File: src/cts_pkg.sv
// ---------------------------------------------------------------------------
// cts_pkg: shared types and codes of the calendar time set controller
// Field types, edit state codes, key codes, display codes and the
// item, state and result records passed between the modules.
// ---------------------------------------------------------------------------
`default_nettype none

package cts_pkg;

  // field types
  typedef logic [2:0] action_t;
  typedef logic [6:0] year_t;
  typedef logic [3:0] month_t;
  typedef logic [4:0] day_t;
  typedef logic [4:0] hour_t;
  typedef logic [5:0] minute_t;
  typedef logic [5:0] second_t;
  typedef logic [2:0] mode_t;
  typedef logic [1:0] disp_t;

  // edit state codes
  localparam mode_t ST_IDLE   = 3'd0;
  localparam mode_t ST_YEAR   = 3'd1;
  localparam mode_t ST_MONTH  = 3'd2;
  localparam mode_t ST_DAY    = 3'd3;
  localparam mode_t ST_HOUR   = 3'd4;
  localparam mode_t ST_MINUTE = 3'd5;
  localparam mode_t ST_SECOND = 3'd6;

  // key codes
  localparam action_t KEY_NONE = 3'd0;
  localparam action_t KEY_A    = 3'd1;
  localparam action_t KEY_B    = 3'd2;
  localparam action_t KEY_C    = 3'd3;
  localparam action_t KEY_D    = 3'd4;

  // display refresh codes
  localparam disp_t DISP_NONE = 2'd0;
  localparam disp_t DISP_LIVE = 2'd1;
  localparam disp_t DISP_EDIT = 2'd2;

  // one input item
  typedef struct packed {
    action_t action;
    year_t   live_year;
    month_t  live_month;
    day_t    live_day;
    hour_t   live_hour;
    minute_t live_minute;
    second_t live_second;
    logic    not_leap_year;
  } in_item_t;

  // controller state
  typedef struct packed {
    logic    phase;
    mode_t   mode;
    year_t   year;
    month_t  month;
    day_t    day;
    hour_t   hour;
    minute_t minute;
    second_t second;
  } state_t;

  // one result item
  typedef struct packed {
    mode_t   mode;
    year_t   shown_year;
    month_t  shown_month;
    day_t    shown_day;
    hour_t   shown_hour;
    minute_t shown_minute;
    second_t shown_second;
    disp_t   display_update;
    logic    write_rtc;
  } out_item_t;

endpackage

`default_nettype wire

File: src/cts_in_if.sv
// ---------------------------------------------------------------------------
// cts_in_if: key and live time channel
// Valid/ready channel carrying one key tick and the live RTC time.
// ---------------------------------------------------------------------------
`default_nettype none

interface cts_in_if;
  logic             valid;
  logic             ready;
  cts_pkg::action_t action;
  cts_pkg::year_t   live_year;
  cts_pkg::month_t  live_month;
  cts_pkg::day_t    live_day;
  cts_pkg::hour_t   live_hour;
  cts_pkg::minute_t live_minute;
  cts_pkg::second_t live_second;
  logic             not_leap_year;

  modport source (
    output valid, action, live_year, live_month, live_day, live_hour,
           live_minute, live_second, not_leap_year,
    input  ready
  );

  modport sink (
    input  valid, action, live_year, live_month, live_day, live_hour,
           live_minute, live_second, not_leap_year,
    output ready
  );
endinterface

`default_nettype wire

File: src/cts_out_if.sv
// ---------------------------------------------------------------------------
// cts_out_if: edit status channel
// Valid/ready channel carrying the edit state, edited time and requests.
// ---------------------------------------------------------------------------
`default_nettype none

interface cts_out_if;
  logic             valid;
  logic             ready;
  cts_pkg::mode_t   mode;
  cts_pkg::year_t   shown_year;
  cts_pkg::month_t  shown_month;
  cts_pkg::day_t    shown_day;
  cts_pkg::hour_t   shown_hour;
  cts_pkg::minute_t shown_minute;
  cts_pkg::second_t shown_second;
  cts_pkg::disp_t   display_update;
  logic             write_rtc;

  modport source (
    output valid, mode, shown_year, shown_month, shown_day, shown_hour,
           shown_minute, shown_second, display_update, write_rtc,
    input  ready
  );

  modport sink (
    input  valid, mode, shown_year, shown_month, shown_day, shown_hour,
           shown_minute, shown_second, display_update, write_rtc,
    output ready
  );
endinterface

`default_nettype wire

File: src/cts_step.sv
// ---------------------------------------------------------------------------
// cts_step: next-state logic of the time set controller
// Works out the next edit state, edited fields and requests for one tick.
// ---------------------------------------------------------------------------
`default_nettype none

module cts_step (
  input  wire cts_pkg::state_t   state_i,
  input  wire cts_pkg::in_item_t item_i,
  output cts_pkg::state_t        state_o,
  output cts_pkg::out_item_t     result_o
);
  import cts_pkg::*;

  // wrap to lo at or above hi
  function automatic logic [6:0] wrap_up(input logic [6:0] v, input logic [6:0] lo,
                                         input logic [6:0] hi);
    return (v >= hi) ? lo : v + 7'd1;
  endfunction

  // wrap to hi at or below lo, or when out of range
  function automatic logic [6:0] wrap_down(input logic [6:0] v, input logic [6:0] lo,
                                           input logic [6:0] hi);
    return (v <= lo || v > hi) ? hi : v - 7'd1;
  endfunction

  function automatic logic short_month(input month_t m);
    return m == 4'd4 || m == 4'd6 || m == 4'd9 || m == 4'd11;
  endfunction

  function automatic day_t month_len(input month_t m);
    day_t len;
    if (m == 4'd2) len = 5'd29;
    else if (short_month(m)) len = 5'd30;
    else len = 5'd31;
    return len;
  endfunction

  state_t  nxt;
  disp_t   disp;
  logic    wr;
  logic    up;
  logic    time_ok;
  month_t  new_month;
  day_t    lim;

  // validation of the edited time on apply
  always_comb begin
    time_ok = 1'b1;
    if (state_i.hour >= 5'd24 || state_i.minute >= 6'd60 || state_i.second >= 6'd60)
      time_ok = 1'b0;
    else if (state_i.month >= 4'd13)
      time_ok = 1'b0;
    else if (short_month(state_i.month))
      time_ok = state_i.day < 5'd31;
    else if (state_i.month == 4'd2)
      time_ok = item_i.not_leap_year ? (state_i.day < 5'd29) : (state_i.day < 5'd30);
  end

  // month step and day limit
  assign up = (item_i.action == KEY_B);
  assign new_month = up ? month_t'(wrap_up({3'd0, state_i.month}, 7'd1, 7'd12))
                        : month_t'(wrap_down({3'd0, state_i.month}, 7'd1, 7'd12));
  assign lim = month_len(state_i.month);

  // tick handling
  always_comb begin
    nxt       = state_i;
    nxt.phase = ~state_i.phase;
    disp      = DISP_NONE;
    wr        = 1'b0;
    if (!state_i.phase) begin
      if (state_i.mode == ST_IDLE || state_i.mode > ST_SECOND) begin
        if (item_i.action == KEY_A) begin
          nxt.year   = item_i.live_year;
          nxt.month  = item_i.live_month;
          nxt.day    = item_i.live_day;
          nxt.hour   = item_i.live_hour;
          nxt.minute = item_i.live_minute;
          nxt.second = item_i.live_second;
          nxt.mode   = ST_YEAR;
          disp       = DISP_EDIT;
        end
      end else if (item_i.action == KEY_D) begin
        nxt.year   = item_i.live_year;
        nxt.month  = item_i.live_month;
        nxt.day    = item_i.live_day;
        nxt.hour   = item_i.live_hour;
        nxt.minute = item_i.live_minute;
        nxt.second = item_i.live_second;
        nxt.mode   = ST_IDLE;
        disp       = DISP_LIVE;
      end else if (item_i.action == KEY_A) begin
        if (state_i.mode == ST_SECOND) begin
          wr       = time_ok;
          nxt.mode = ST_IDLE;
          disp     = DISP_LIVE;
        end else begin
          nxt.mode = state_i.mode + 3'd1;
        end
      end else if (item_i.action == KEY_B || item_i.action == KEY_C) begin
        disp = DISP_EDIT;
        unique case (state_i.mode)
          ST_YEAR: begin
            nxt.year = up ? wrap_up(state_i.year, 7'd0, 7'd99)
                          : wrap_down(state_i.year, 7'd0, 7'd99);
          end
          ST_MONTH: begin
            nxt.month = new_month;
            if (state_i.day > month_len(new_month)) nxt.day = 5'd1;
          end
          ST_DAY: begin
            nxt.day = up ? day_t'(wrap_up({2'd0, state_i.day}, 7'd1, {2'd0, lim}))
                         : day_t'(wrap_down({2'd0, state_i.day}, 7'd1, {2'd0, lim}));
          end
          ST_HOUR: begin
            nxt.hour = up ? hour_t'(wrap_up({2'd0, state_i.hour}, 7'd0, 7'd23))
                          : hour_t'(wrap_down({2'd0, state_i.hour}, 7'd0, 7'd23));
          end
          ST_MINUTE: begin
            nxt.minute = up ? minute_t'(wrap_up({1'b0, state_i.minute}, 7'd0, 7'd59))
                            : minute_t'(wrap_down({1'b0, state_i.minute}, 7'd0, 7'd59));
          end
          default: begin
            nxt.second = up ? second_t'(wrap_up({1'b0, state_i.second}, 7'd0, 7'd59))
                            : second_t'(wrap_down({1'b0, state_i.second}, 7'd0, 7'd59));
          end
        endcase
      end
    end
  end

  // result record
  always_comb begin
    state_o                 = nxt;
    result_o.mode           = nxt.mode;
    result_o.shown_year     = nxt.year;
    result_o.shown_month    = nxt.month;
    result_o.shown_day      = nxt.day;
    result_o.shown_hour     = nxt.hour;
    result_o.shown_minute   = nxt.minute;
    result_o.shown_second   = nxt.second;
    result_o.display_update = disp;
    result_o.write_rtc      = wr;
  end

endmodule

`default_nettype wire

File: src/calendar_time_set_fsm.sv
// ---------------------------------------------------------------------------
// calendar_time_set_fsm: keypad date/time setting controller
// Input register, next-state logic and result register with edit state.
// ---------------------------------------------------------------------------
// One item is taken per clock unless the input is stalled, and each item gives
// one result: the item lands in the input register, then the next-state logic
// updates the phase, edit state and edited fields and loads the result
// register in the same cycle. Only every second item (the one that sets the
// phase bit) acts on the keys. Both sides are decoupled by their registers,
// so a waiting result stalls the input only once both registers are full.
`default_nettype none

module calendar_time_set_fsm (
  input  wire        clk_i,
  input  wire        rst_ni,
  cts_in_if.sink     in_i,
  cts_out_if.source  out_o
);
  import cts_pkg::*;

  in_item_t  item_q;
  logic      item_vld_q;
  state_t    state_q, state_d;
  out_item_t res_q, res_d;
  logic      res_vld_q;
  logic      adv;

  // advance the item into the result register when there is room
  assign adv         = item_vld_q && (!res_vld_q || out_o.ready);
  assign in_i.ready  = !item_vld_q || adv;

  // input register
  always_ff @(posedge clk_i or negedge rst_ni) begin
    if (!rst_ni) begin
      item_vld_q <= 1'b0;
    end else if (in_i.ready) begin
      item_vld_q <= in_i.valid;
    end
  end

  always_ff @(posedge clk_i) begin
    if (in_i.valid && in_i.ready) begin
      item_q.action        <= in_i.action;
      item_q.live_year     <= in_i.live_year;
      item_q.live_month    <= in_i.live_month;
      item_q.live_day      <= in_i.live_day;
      item_q.live_hour     <= in_i.live_hour;
      item_q.live_minute   <= in_i.live_minute;
      item_q.live_second   <= in_i.live_second;
      item_q.not_leap_year <= in_i.not_leap_year;
    end
  end

  // next-state logic
  cts_step u_step (
    .state_i  (state_q),
    .item_i   (item_q),
    .state_o  (state_d),
    .result_o (res_d)
  );

  // edit state
  always_ff @(posedge clk_i or negedge rst_ni) begin
    if (!rst_ni) begin
      state_q.phase  <= 1'b0;
      state_q.mode   <= ST_IDLE;
      state_q.year   <= 7'd0;
      state_q.month  <= 4'd1;
      state_q.day    <= 5'd1;
      state_q.hour   <= 5'd0;
      state_q.minute <= 6'd0;
      state_q.second <= 6'd0;
    end else if (adv) begin
      state_q <= state_d;
    end
  end

  // result register
  always_ff @(posedge clk_i or negedge rst_ni) begin
    if (!rst_ni) begin
      res_vld_q <= 1'b0;
    end else if (adv) begin
      res_vld_q <= 1'b1;
    end else if (out_o.ready) begin
      res_vld_q <= 1'b0;
    end
  end

  always_ff @(posedge clk_i) begin
    if (adv) begin
      res_q <= res_d;
    end
  end

  // output transfer
  assign out_o.valid          = res_vld_q;
  assign out_o.mode           = res_q.mode;
  assign out_o.shown_year     = res_q.shown_year;
  assign out_o.shown_month    = res_q.shown_month;
  assign out_o.shown_day      = res_q.shown_day;
  assign out_o.shown_hour     = res_q.shown_hour;
  assign out_o.shown_minute   = res_q.shown_minute;
  assign out_o.shown_second   = res_q.shown_second;
  assign out_o.display_update = res_q.display_update;
  assign out_o.write_rtc      = res_q.write_rtc;

endmodule

`default_nettype wire

File: src/flat_wrapper.sv
// flat-port wrapper written by rule: the top's interface ports become plain ports
module calendar_time_set_fsm_flat import cts_pkg::*;
  (clk_i, rst_ni, in_i_valid, in_i_action, in_i_live_year, in_i_live_month, in_i_live_day, in_i_live_hour, in_i_live_minute, in_i_live_second, in_i_not_leap_year, in_i_ready, out_o_valid, out_o_mode, out_o_shown_year, out_o_shown_month, out_o_shown_day, out_o_shown_hour, out_o_shown_minute, out_o_shown_second, out_o_display_update, out_o_write_rtc, out_o_ready);
  cts_in_if in_i_i ();
  cts_out_if out_o_i ();
  input  wire clk_i;
  input  wire rst_ni;
  input wire logic [$bits(in_i_i.valid)-1:0] in_i_valid;
  input wire logic [$bits(in_i_i.action)-1:0] in_i_action;
  input wire logic [$bits(in_i_i.live_year)-1:0] in_i_live_year;
  input wire logic [$bits(in_i_i.live_month)-1:0] in_i_live_month;
  input wire logic [$bits(in_i_i.live_day)-1:0] in_i_live_day;
  input wire logic [$bits(in_i_i.live_hour)-1:0] in_i_live_hour;
  input wire logic [$bits(in_i_i.live_minute)-1:0] in_i_live_minute;
  input wire logic [$bits(in_i_i.live_second)-1:0] in_i_live_second;
  input wire logic [$bits(in_i_i.not_leap_year)-1:0] in_i_not_leap_year;
  output wire logic [$bits(in_i_i.ready)-1:0] in_i_ready;
  output wire logic [$bits(out_o_i.valid)-1:0] out_o_valid;
  output wire logic [$bits(out_o_i.mode)-1:0] out_o_mode;
  output wire logic [$bits(out_o_i.shown_year)-1:0] out_o_shown_year;
  output wire logic [$bits(out_o_i.shown_month)-1:0] out_o_shown_month;
  output wire logic [$bits(out_o_i.shown_day)-1:0] out_o_shown_day;
  output wire logic [$bits(out_o_i.shown_hour)-1:0] out_o_shown_hour;
  output wire logic [$bits(out_o_i.shown_minute)-1:0] out_o_shown_minute;
  output wire logic [$bits(out_o_i.shown_second)-1:0] out_o_shown_second;
  output wire logic [$bits(out_o_i.display_update)-1:0] out_o_display_update;
  output wire logic [$bits(out_o_i.write_rtc)-1:0] out_o_write_rtc;
  input wire logic [$bits(out_o_i.ready)-1:0] out_o_ready;
  assign in_i_i.valid = in_i_valid;
  assign in_i_i.action = in_i_action;
  assign in_i_i.live_year = in_i_live_year;
  assign in_i_i.live_month = in_i_live_month;
  assign in_i_i.live_day = in_i_live_day;
  assign in_i_i.live_hour = in_i_live_hour;
  assign in_i_i.live_minute = in_i_live_minute;
  assign in_i_i.live_second = in_i_live_second;
  assign in_i_i.not_leap_year = in_i_not_leap_year;
  assign in_i_ready = in_i_i.ready;
  assign out_o_valid = out_o_i.valid;
  assign out_o_mode = out_o_i.mode;
  assign out_o_shown_year = out_o_i.shown_year;
  assign out_o_shown_month = out_o_i.shown_month;
  assign out_o_shown_day = out_o_i.shown_day;
  assign out_o_shown_hour = out_o_i.shown_hour;
  assign out_o_shown_minute = out_o_i.shown_minute;
  assign out_o_shown_second = out_o_i.shown_second;
  assign out_o_display_update = out_o_i.display_update;
  assign out_o_write_rtc = out_o_i.write_rtc;
  assign out_o_i.ready = out_o_ready;
  calendar_time_set_fsm u_core (.clk_i(clk_i), .rst_ni(rst_ni), .in_i(in_i_i), .out_o(out_o_i));
endmodule
File: config.mk
export PLATFORM = sky130hd
export DESIGN_NAME = calendar_time_set_fsm_flat
export DESIGN_NICKNAME = d
export VERILOG_FILES = /design/src/cts_pkg.sv /design/src/cts_in_if.sv /design/src/cts_out_if.sv /design/src/cts_step.sv /design/src/calendar_time_set_fsm.sv /design/src/flat_wrapper.sv
export SDC_FILE = /design/constraint.sdc
export NUM_CORES = 1
export LEC_CHECK = 0
export ABC_AREA = 1
export BUFFER_PORTS_ARGS = -buffer_cell sky130_fd_sc_hd__buf_2
export CAP_MARGIN = 10
export CORE_ASPECT_RATIO = 1.2
export CORE_MARGIN = 2
export CORE_UTILIZATION = 64
export DETAILED_ROUTE_END_ITERATION = 10
export HOLD_SLACK_MARGIN = 0.12
export PLACE_DENSITY = 0.86
export SETUP_SLACK_MARGIN = 0.3
export SLEW_MARGIN = 20
export SYNTH_ARGS = -nofsm -noshare
export SYNTH_HDL_FRONTEND = slang
export SYNTH_SLANG_ARGS = --single-unit
File: constraint.sdc
create_clock -name clk_i -period 4.5 [get_ports clk_i]
set_input_delay 0.675 -clock clk_i [delete_from_list [all_inputs] [get_ports clk_i]]
set_output_delay 0.675 -clock clk_i [all_outputs]
set_load 0.01 [all_outputs]
==> impl_metrics.yaml, run 1 <==
run_status:
  status: "completed"
sta:
  drv_slew: 0
  worst_pin_slew_ns: 0.9553
  setup_tns_ns: 0
  finalSetupViolations: 0
  max_freq_ghz: 0.2982
  grt_setup_unrepaired: "no"
  setup_slack_ns: 1.146
  timing.final.crit_share: 0.7453
  finalHoldViolCount: 0
  worst_clock_skew_ns: 0.009200
  relSlewSlack: 0.3607
  hold_ws_ns: 0.2617
  post-route-min-period_ns: 3.354
floorplan:
  rows: 43
  floorplan.initialDensity: 0.6495
  floorplan.core_area_um2: 11410
  die_x_um: 102.2
  die_area_um2: 12460
  chipHeight_um: 121.9
  pin_count: 82
worst_setup_path:
  worst-r2r-cell-count: 18
  crit-reg2reg-capture: "u_core.out_o.shown_day[3]"
  endpoint_kind: "flop"
  crit_required_ns: 4.64
  reg2reg_slack_ns: 1.15
  worstSetupStartpointType: "flop"
  origin_of_the_critical_flop_to_flop_path: "u_core.item_q[34]"
  cp.arrival_ns: 3.50
  path_max_fanout: 27
  timing_worst_setup_path_type: "reg2reg"
cells_and_area:
  antenna-diode-count: 0
  final_core_utilization: 0.7473
  layout.nets: 1075
  drive_above_1_share: 0.1463
  area_growth_pct: 15.05
  fillers: 907
clock_tree:
  cts-root-buf: "sky130_fd_sc_hd__clkbuf_16"
  cts_resized: 0
  cts-hold-fix-buffers: 0
  postCtsSetupBuffers: 0
  worst_skew_late_latency_ns: 0.43
  clk_pin_slew_ns: 0.06
  cts_sinks: 115
  cts_buffers: 17
  clock_h_tree_levels: 4
  cts_max_path_buffers: 2
  cts_tree: "built"
yosys:
  synth_flop_cell: "sky130_fd_sc_hd__edfxtp_1"
  synth-seq-cells: 115
  syn-instance-count: 943
  ys.warnings.count: 0
  synth_edf_count: 76
  synth_area_um2: 7408
  syn_nets: 1006
  synth_seq_area_share: 0.4401
  share_of_async_settable_or_async_resettable_flops_after_synthesis: 0.3391
  number_of_different_library_cells_in_the_post_synthesis_netlist: 42
  post_synth.cell_area_avg_um2: 7.856
power_and_ir_drop:
  cellPowerDensity_nw_per_um2: 783.0
  vdd_ir_drop_max_mv: 0.4973
  power.static_leakage_nw: 3.816
detailed_routing:
  antenna_left: 0
  firstDrtPassIters: 6
  total_routed_wirelength_um: 20430
  detail_route.drc_violations: 0
  wl_per_cell_um: 17.28
  via_count: 7156
  drt-vias-per-instance: 6.054
  detailedRoute.firstIterationViolations: 610
run:
  reported_max_cap_violation_count: 0
global_route:
  globalRoute.totalOverflow: 0
  largest_net_degree_at_the_start_of_global_routing: 47
  grt_first_pass_wirelength_um: 32520
  total_grt_usage: 0.3445
  grt_antenna_before_repair: 0
  first_global_vias: 6682
place:
  portBuffers: 81
  placement.setup.worst_slack_ns: 1.241
  globalplace.congestion: 0.9608
  hpwl_um: 13150
worst_hold_path:
  min-delay-path-class: "in2async"
-- cells in the mapped netlist (all sizes together) (7+ instances only) --
master / number / area share
a22oi: 31 / 0.032
nand3: 102 / 0.070
ha: 22 / 0.037
xor2: 13 / 0.015
buf: 17 / 0.013
o211ai: 21 / 0.021
edfxtp: 76 / 0.31
a31oi: 7 / 0.0059
o221ai: 8 / 0.0095
clkbuf: 22 / 0.011
dfrtp: 37 / 0.12
inv: 126 / 0.064
nor2: 94 / 0.050
a21oi: 42 / 0.028
o21ai: 84 / 0.057
a211oi: 11 / 0.011
nor3: 18 / 0.015
nand4: 10 / 0.0084
nand2: 179 / 0.092
-- routing by layer --
metal / GRT usage / wire [µm] / vias to the layer above
li1: - / - / 3380
met1: 0.4306 / 7947 / 3313
met2: 0.5711 / 10030 / 404
met3: 0.07917 / 1861 / 59
met4: 0.1483 / 585 / 0
met5: 0 / 0 / -
-- critical path, cell delays in order, from the launching register on --
cell and delay [ns]:
sky130_fd_sc_hd__edfxtp_1 0.46, sky130_fd_sc_hd__inv_1 0.17, sky130_fd_sc_hd__nand2_2 0.37, sky130_fd_sc_hd__inv_2 0.44
sky130_fd_sc_hd__nor2_1 0.11, sky130_fd_sc_hd__o21ai_0 0.08, sky130_fd_sc_hd__nand2_1 0.06, sky130_fd_sc_hd__inv_1 0.11
sky130_fd_sc_hd__nor3_1 0.07, sky130_fd_sc_hd__ha_1 0.30, sky130_fd_sc_hd__inv_1 0.04, sky130_fd_sc_hd__o21bai_1 0.11
sky130_fd_sc_hd__nand3_1 0.12, sky130_fd_sc_hd__nand2_1 0.08, sky130_fd_sc_hd__nand2_1 0.10, sky130_fd_sc_hd__a21oi_1 0.20
sky130_fd_sc_hd__nand2_1 0.07, sky130_fd_sc_hd__nand2_1 0.08, sky130_fd_sc_hd__a31oi_1 0.08
-- cell type report --
class                           count  area, µm²  share of cell area
Clock inverter                     14      186.4             0.02187
Sequential cell                   115       3262              0.3827
Timing Repair Buffer               89      467.9             0.05490
Inverter                          128      480.5             0.05637
Tap cell                          157      196.4             0.02305
Clock buffer                       18      439.2             0.05153
Multi-Input combinational cell    661       3491              0.4096
-- kinds of logic (layout without fill, tap and decap cells) --
| kind of cell | Yosys count | count (layout) | share of synthesized area |
|---|---|---|---|
| AND/OR/NAND/NOR | 409 | 409 | 0.2400 |
| adder cells (fa/ha/maj) | 22 | 22 | 0.03716 |
| buffers and inverters | 167 | 249 | 0.08934 |
| AO/OA/AOI/OAI | 215 | 215 | 0.1756 |
| flip-flops | 115 | 115 | 0.4401 |
| XOR/XNOR | 15 | 15 | 0.01773 |
-- placed cells by master (no fill, tap or decap), drive strengths merged, types with 31 or more instances in the layout --
cell    Yosys  layout
a21oi      42      42
dfrtp      37      37
nor2       94      94
o21ai      84      84
a22oi      31      31
edfxtp     76      76
inv       126     127
nand3     102     102
buf        17      89
nand2     179     179
-- worst max path at each step --
stage                      start                        endpoint  slack, ns  cells after the start
3_5_place_dp   u_core.item_q[36]       u_core.out_o.shown_day[2]       1.24                     18
6_report       u_core.item_q[34]       u_core.out_o.shown_day[3]       1.15                     18
5_1_grt        u_core.item_q[34]       u_core.out_o.shown_day[3]       0.83                     16
2_1_floorplan        out_o_ready  u_core.out_o.display_update[0]       1.74                      5
3_3_place_gp   u_core.item_q[34]       u_core.out_o.shown_day[2]       1.34                     18
4_1_cts        u_core.item_q[36]       u_core.out_o.shown_day[3]       1.24                     18
-- power breakdown --
group / switching [W] / total (W) / internal [W]
Sequential: 0.000352 / 0.00194 / 0.00159
Combinational: 0.00220 / 0.00331 / 0.00111
Clock: 0.000493 / 0.00143 / 0.000934
-- flip-flops by register name, summed over array words and instances, names as in the netlist, 2 cells and up --
register	flops
u_core.out_o.shown_day	5
u_core.item_q	37
u_core.out_o.shown_year	7
u_core.out_o.shown_month	4
u_core.out_o.display_update	2
u_core.out_o.mode	3
u_core.out_o.shown_hour	5
u_core.state_q	37
u_core.out_o.shown_second	6
u_core.out_o.shown_minute	6
-- through the flow --
| stage | instance area, µm² | power [W] | instances |
|---|---|---|---|
| floorplan | 7408 | 0.004315 | 943 |
| global placement | 7893 | 0.005075 | 1150 |
| detailed placement | 7895 | 0.005146 | 1150 |
| CTS | 8521 | 0.006608 | 1182 |
| global route | 8523 | 0.007165 | 1182 |
| finish | 8523 | 0.006673 | 1182 |
Power figures use the tool's default switching activity.
==> run 2: changes to the inputs <==
CORE_UTILIZATION = 60   (was 64)
PLACE_DENSITY = 0.81   (was 0.86)
clock period = 3.3 ns   (was 4.5 ns; I/O delays follow)
==> impl_metrics.yaml, run 2 (synthesis results as in run 1) <==
place:
  dp.cells: 1163
  portBuffers: 81
  dpl-instance-area_um2: 7975
  globalplace.congestion: 0.9768
  hpwl_um: 13670
clock_tree:
  cts-hold-fix-buffers: 0
  clk_pin_slew_ns: 0.06
  cts_sinks: 115
  cts_tree: "built"
  cts_buffers: 17
  clock_h_tree_levels: 4
  cts-root-buf: "sky130_fd_sc_hd__clkbuf_16"
  worst_skew_late_latency_ns: 0.43
  cts_max_path_buffers: 2
global_route:
  grt.met2_usage: 0.5256
  total_grt_usage: 0.3199
  grt_first_pass_wirelength_um: 33160
  globalRoute.totalOverflow: 0
  global_route_met1_usage: 0.4109
  globalRoute.busiestLayer: "met2"
  first_global_vias: 6707
  largest_net_degree_at_the_start_of_global_routing: 44
  groute.layer.met3.usage: 0.06263
  grt_antenna_before_repair: 0
sta:
  post-route-min-period_ns: 2.827
  finalSetupViolations: 0
  grt_setup_unrepaired: "no"
  worst_pin_slew_ns: 1.081
  timing.final.crit_share: 0.8568
  relSlewSlack: 0.2764
  max_freq_ghz: 0.3537
  setup_tns_ns: 0
  finalHoldViolCount: 0
  drv_slew: 0
  worst_clock_skew_ns: 0.01023
floorplan:
  die_x_um: 105.4
  floorplan.core_area_um2: 12060
  floorplan.initialDensity: 0.6145
  die_area_um2: 13260
  rows: 44
  pin_count: 82
  chipHeight_um: 125.7
cells_and_area:
  antenna-diode-count: 0
  layout.nets: 1089
  drive_above_1_share: 0.1675
  area_growth_pct: 17.46
  post_layout_instance_count_excluding_filler_cells: 1200
  layout_commonest_cell: "sky130_fd_sc_hd__nand2_1"
  final_design_area_no_fill_um2: 8702
  most_frequent_cells_in_the_layout: "174 x sky130_fd_sc_hd__nand2_1, 112 x sky130_fd_sc_hd__inv_1, 100 x sky130_fd_sc_hd__nand3_1"
worst_setup_path:
  cp.arrival_ns: 3.07
  path_max_fanout: 8
  crit_top_cell: "sky130_fd_sc_hd__nand2_1"
  timing.critical_path.slowest_cell_delay_ns: 0.57
  timing_worst_setup_path_type: "reg2reg"
  worstSetupStartpointType: "flop"
  timing.critical_path.from: "u_core.state_q[22]"
  critical_path.top_delay_family: "simple AND/OR/NAND/NOR gates"
  cp_cell_sequence: "inv_4 > ha_1 > nor2_1 > nor2_1 > nor2_1 > ha_1 > nand2_1 > nand3_1 > nand2_1 > nand2_1 > a21oi_1 > nand2_1 > nand2_1 > nand2_1 > nand2_1 > nand2_1 > a22oi_1"
  crit_required_ns: 3.55
  path_buf_inv: 1
  endpoint_kind: "flop"
  cp_slowest_cell: "sky130_fd_sc_hd__dfstp_2"
  origin_of_the_critical_flop_to_flop_path: "u_core.state_q[22]"
detailed_routing:
  via_count: 7169
  drt-vias-per-instance: 5.974
  detail_route.drc_violations: 0
  wl_per_cell_um: 17.27
  firstDrtPassIters: 6
  antenna_left: 0
  detailedRoute.firstIterationViolations: 603
  total_routed_wirelength_um: 20720
power_and_ir_drop:
  power.share.clock: 0.208
  share_seq_of_total_power: 0.289
  power.static_leakage_nw: 3.894
  comb_power_share: 0.503
  cellPowerDensity_nw_per_um2: 1062
  internal_power_w: 0.005055
  vdd_ir_drop_max_mv: 0.6235
  power.share.switching: 0.4528
  p_sw_w: 0.004184
run_status:
  status: "completed"
worst_hold_path:
  min-delay-path-class: "in2async"
run:
  reported_max_cap_violation_count: 0
[run 2: changes by cell type in the layout (fill, tap and decap cells not counted), sizes merged]
cell      delta
clkinvlp     -3
buf         +14
clkbuf       +3
[run 2: timing repair]
item | CTS | global route
gates resized for setup | 2 | 23
setup buffers | 1 | 4
pin swaps | 1 | 11
endpoints found under the hold margin | 0 | 0
setup endpoints to repair | 7 | 10
[run 2: final cells by class]
cell class | instances | area, µm²
clock inverters | 11 | 160.2
well taps | 161 | 201.4
flip-flops and latches | 115 | 3262
multi-input cells | 661 | 3558
clock buffers | 21 | 450.4
fillers | 986 | 3354
repair buffers | 103 | 586.8
inverters | 128 | 483.0
[run 2: path summary, 6_finish.rpt]
| kind | slack, ns | to | depth (start not counted) |
|---|---|---|---|
| worst min-delay path | 0.13 | u_core.state_q[19] | 1 |
| max in group asynchronous | 2.40 | u_core.state_q[17] | 2 |
| min in group clk_i | 0.24 | u_core.item_q[11] | 1 |
| worst min register to register | 0.55 | u_core.out_o.valid | 2 |
| worst max-delay path | 0.47 | u_core.out_o.shown_day[1] | 17 |
| worst max register to register | 0.47 | u_core.out_o.shown_day[1] | 17 |
[run 2: power by group through the flow]
stage | Sequential [W] | Clock, W | Combinational [W]
final | 0.00267 | 0.00193 | 0.00464
after global routing | 0.00272 | 0.00200 | 0.00520
after CTS | 0.00264 | 0.00195 | 0.00448
after detailed placement | 0.00266 | 0 | 0.00440
after global placement | 0.00267 | 0 | 0.00434
after floorplan | 0.00256 | 0 | 0.00332
[run 2: stage by stage]
step	util	hold slack, ns	worst slack [ns]	total power, W
2_1_floorplan	-	0.1994	0.5500	0.005884
3_3_place_gp	0.6615	0.5198	0.2532	0.007016
3_5_place_dp	0.6615	0.5178	0.1963	0.007065
4_1_cts	0.7132	0.1433	0.3300	0.009068
5_1_grt	0.7218	0.1791	0.2873	0.009923
6_report	0.7218	0.1279	0.4726	0.009239
[run 2: metal layers]
| metal | up-vias | wire, µm |
|---|---|---|
| met3 | 57 | 1774 |
| met4 | 0 | 719 |
| met1 | 3337 | 8259 |
| met2 | 360 | 9966 |
| met5 | - | 0 |
| li1 | 3415 | - |
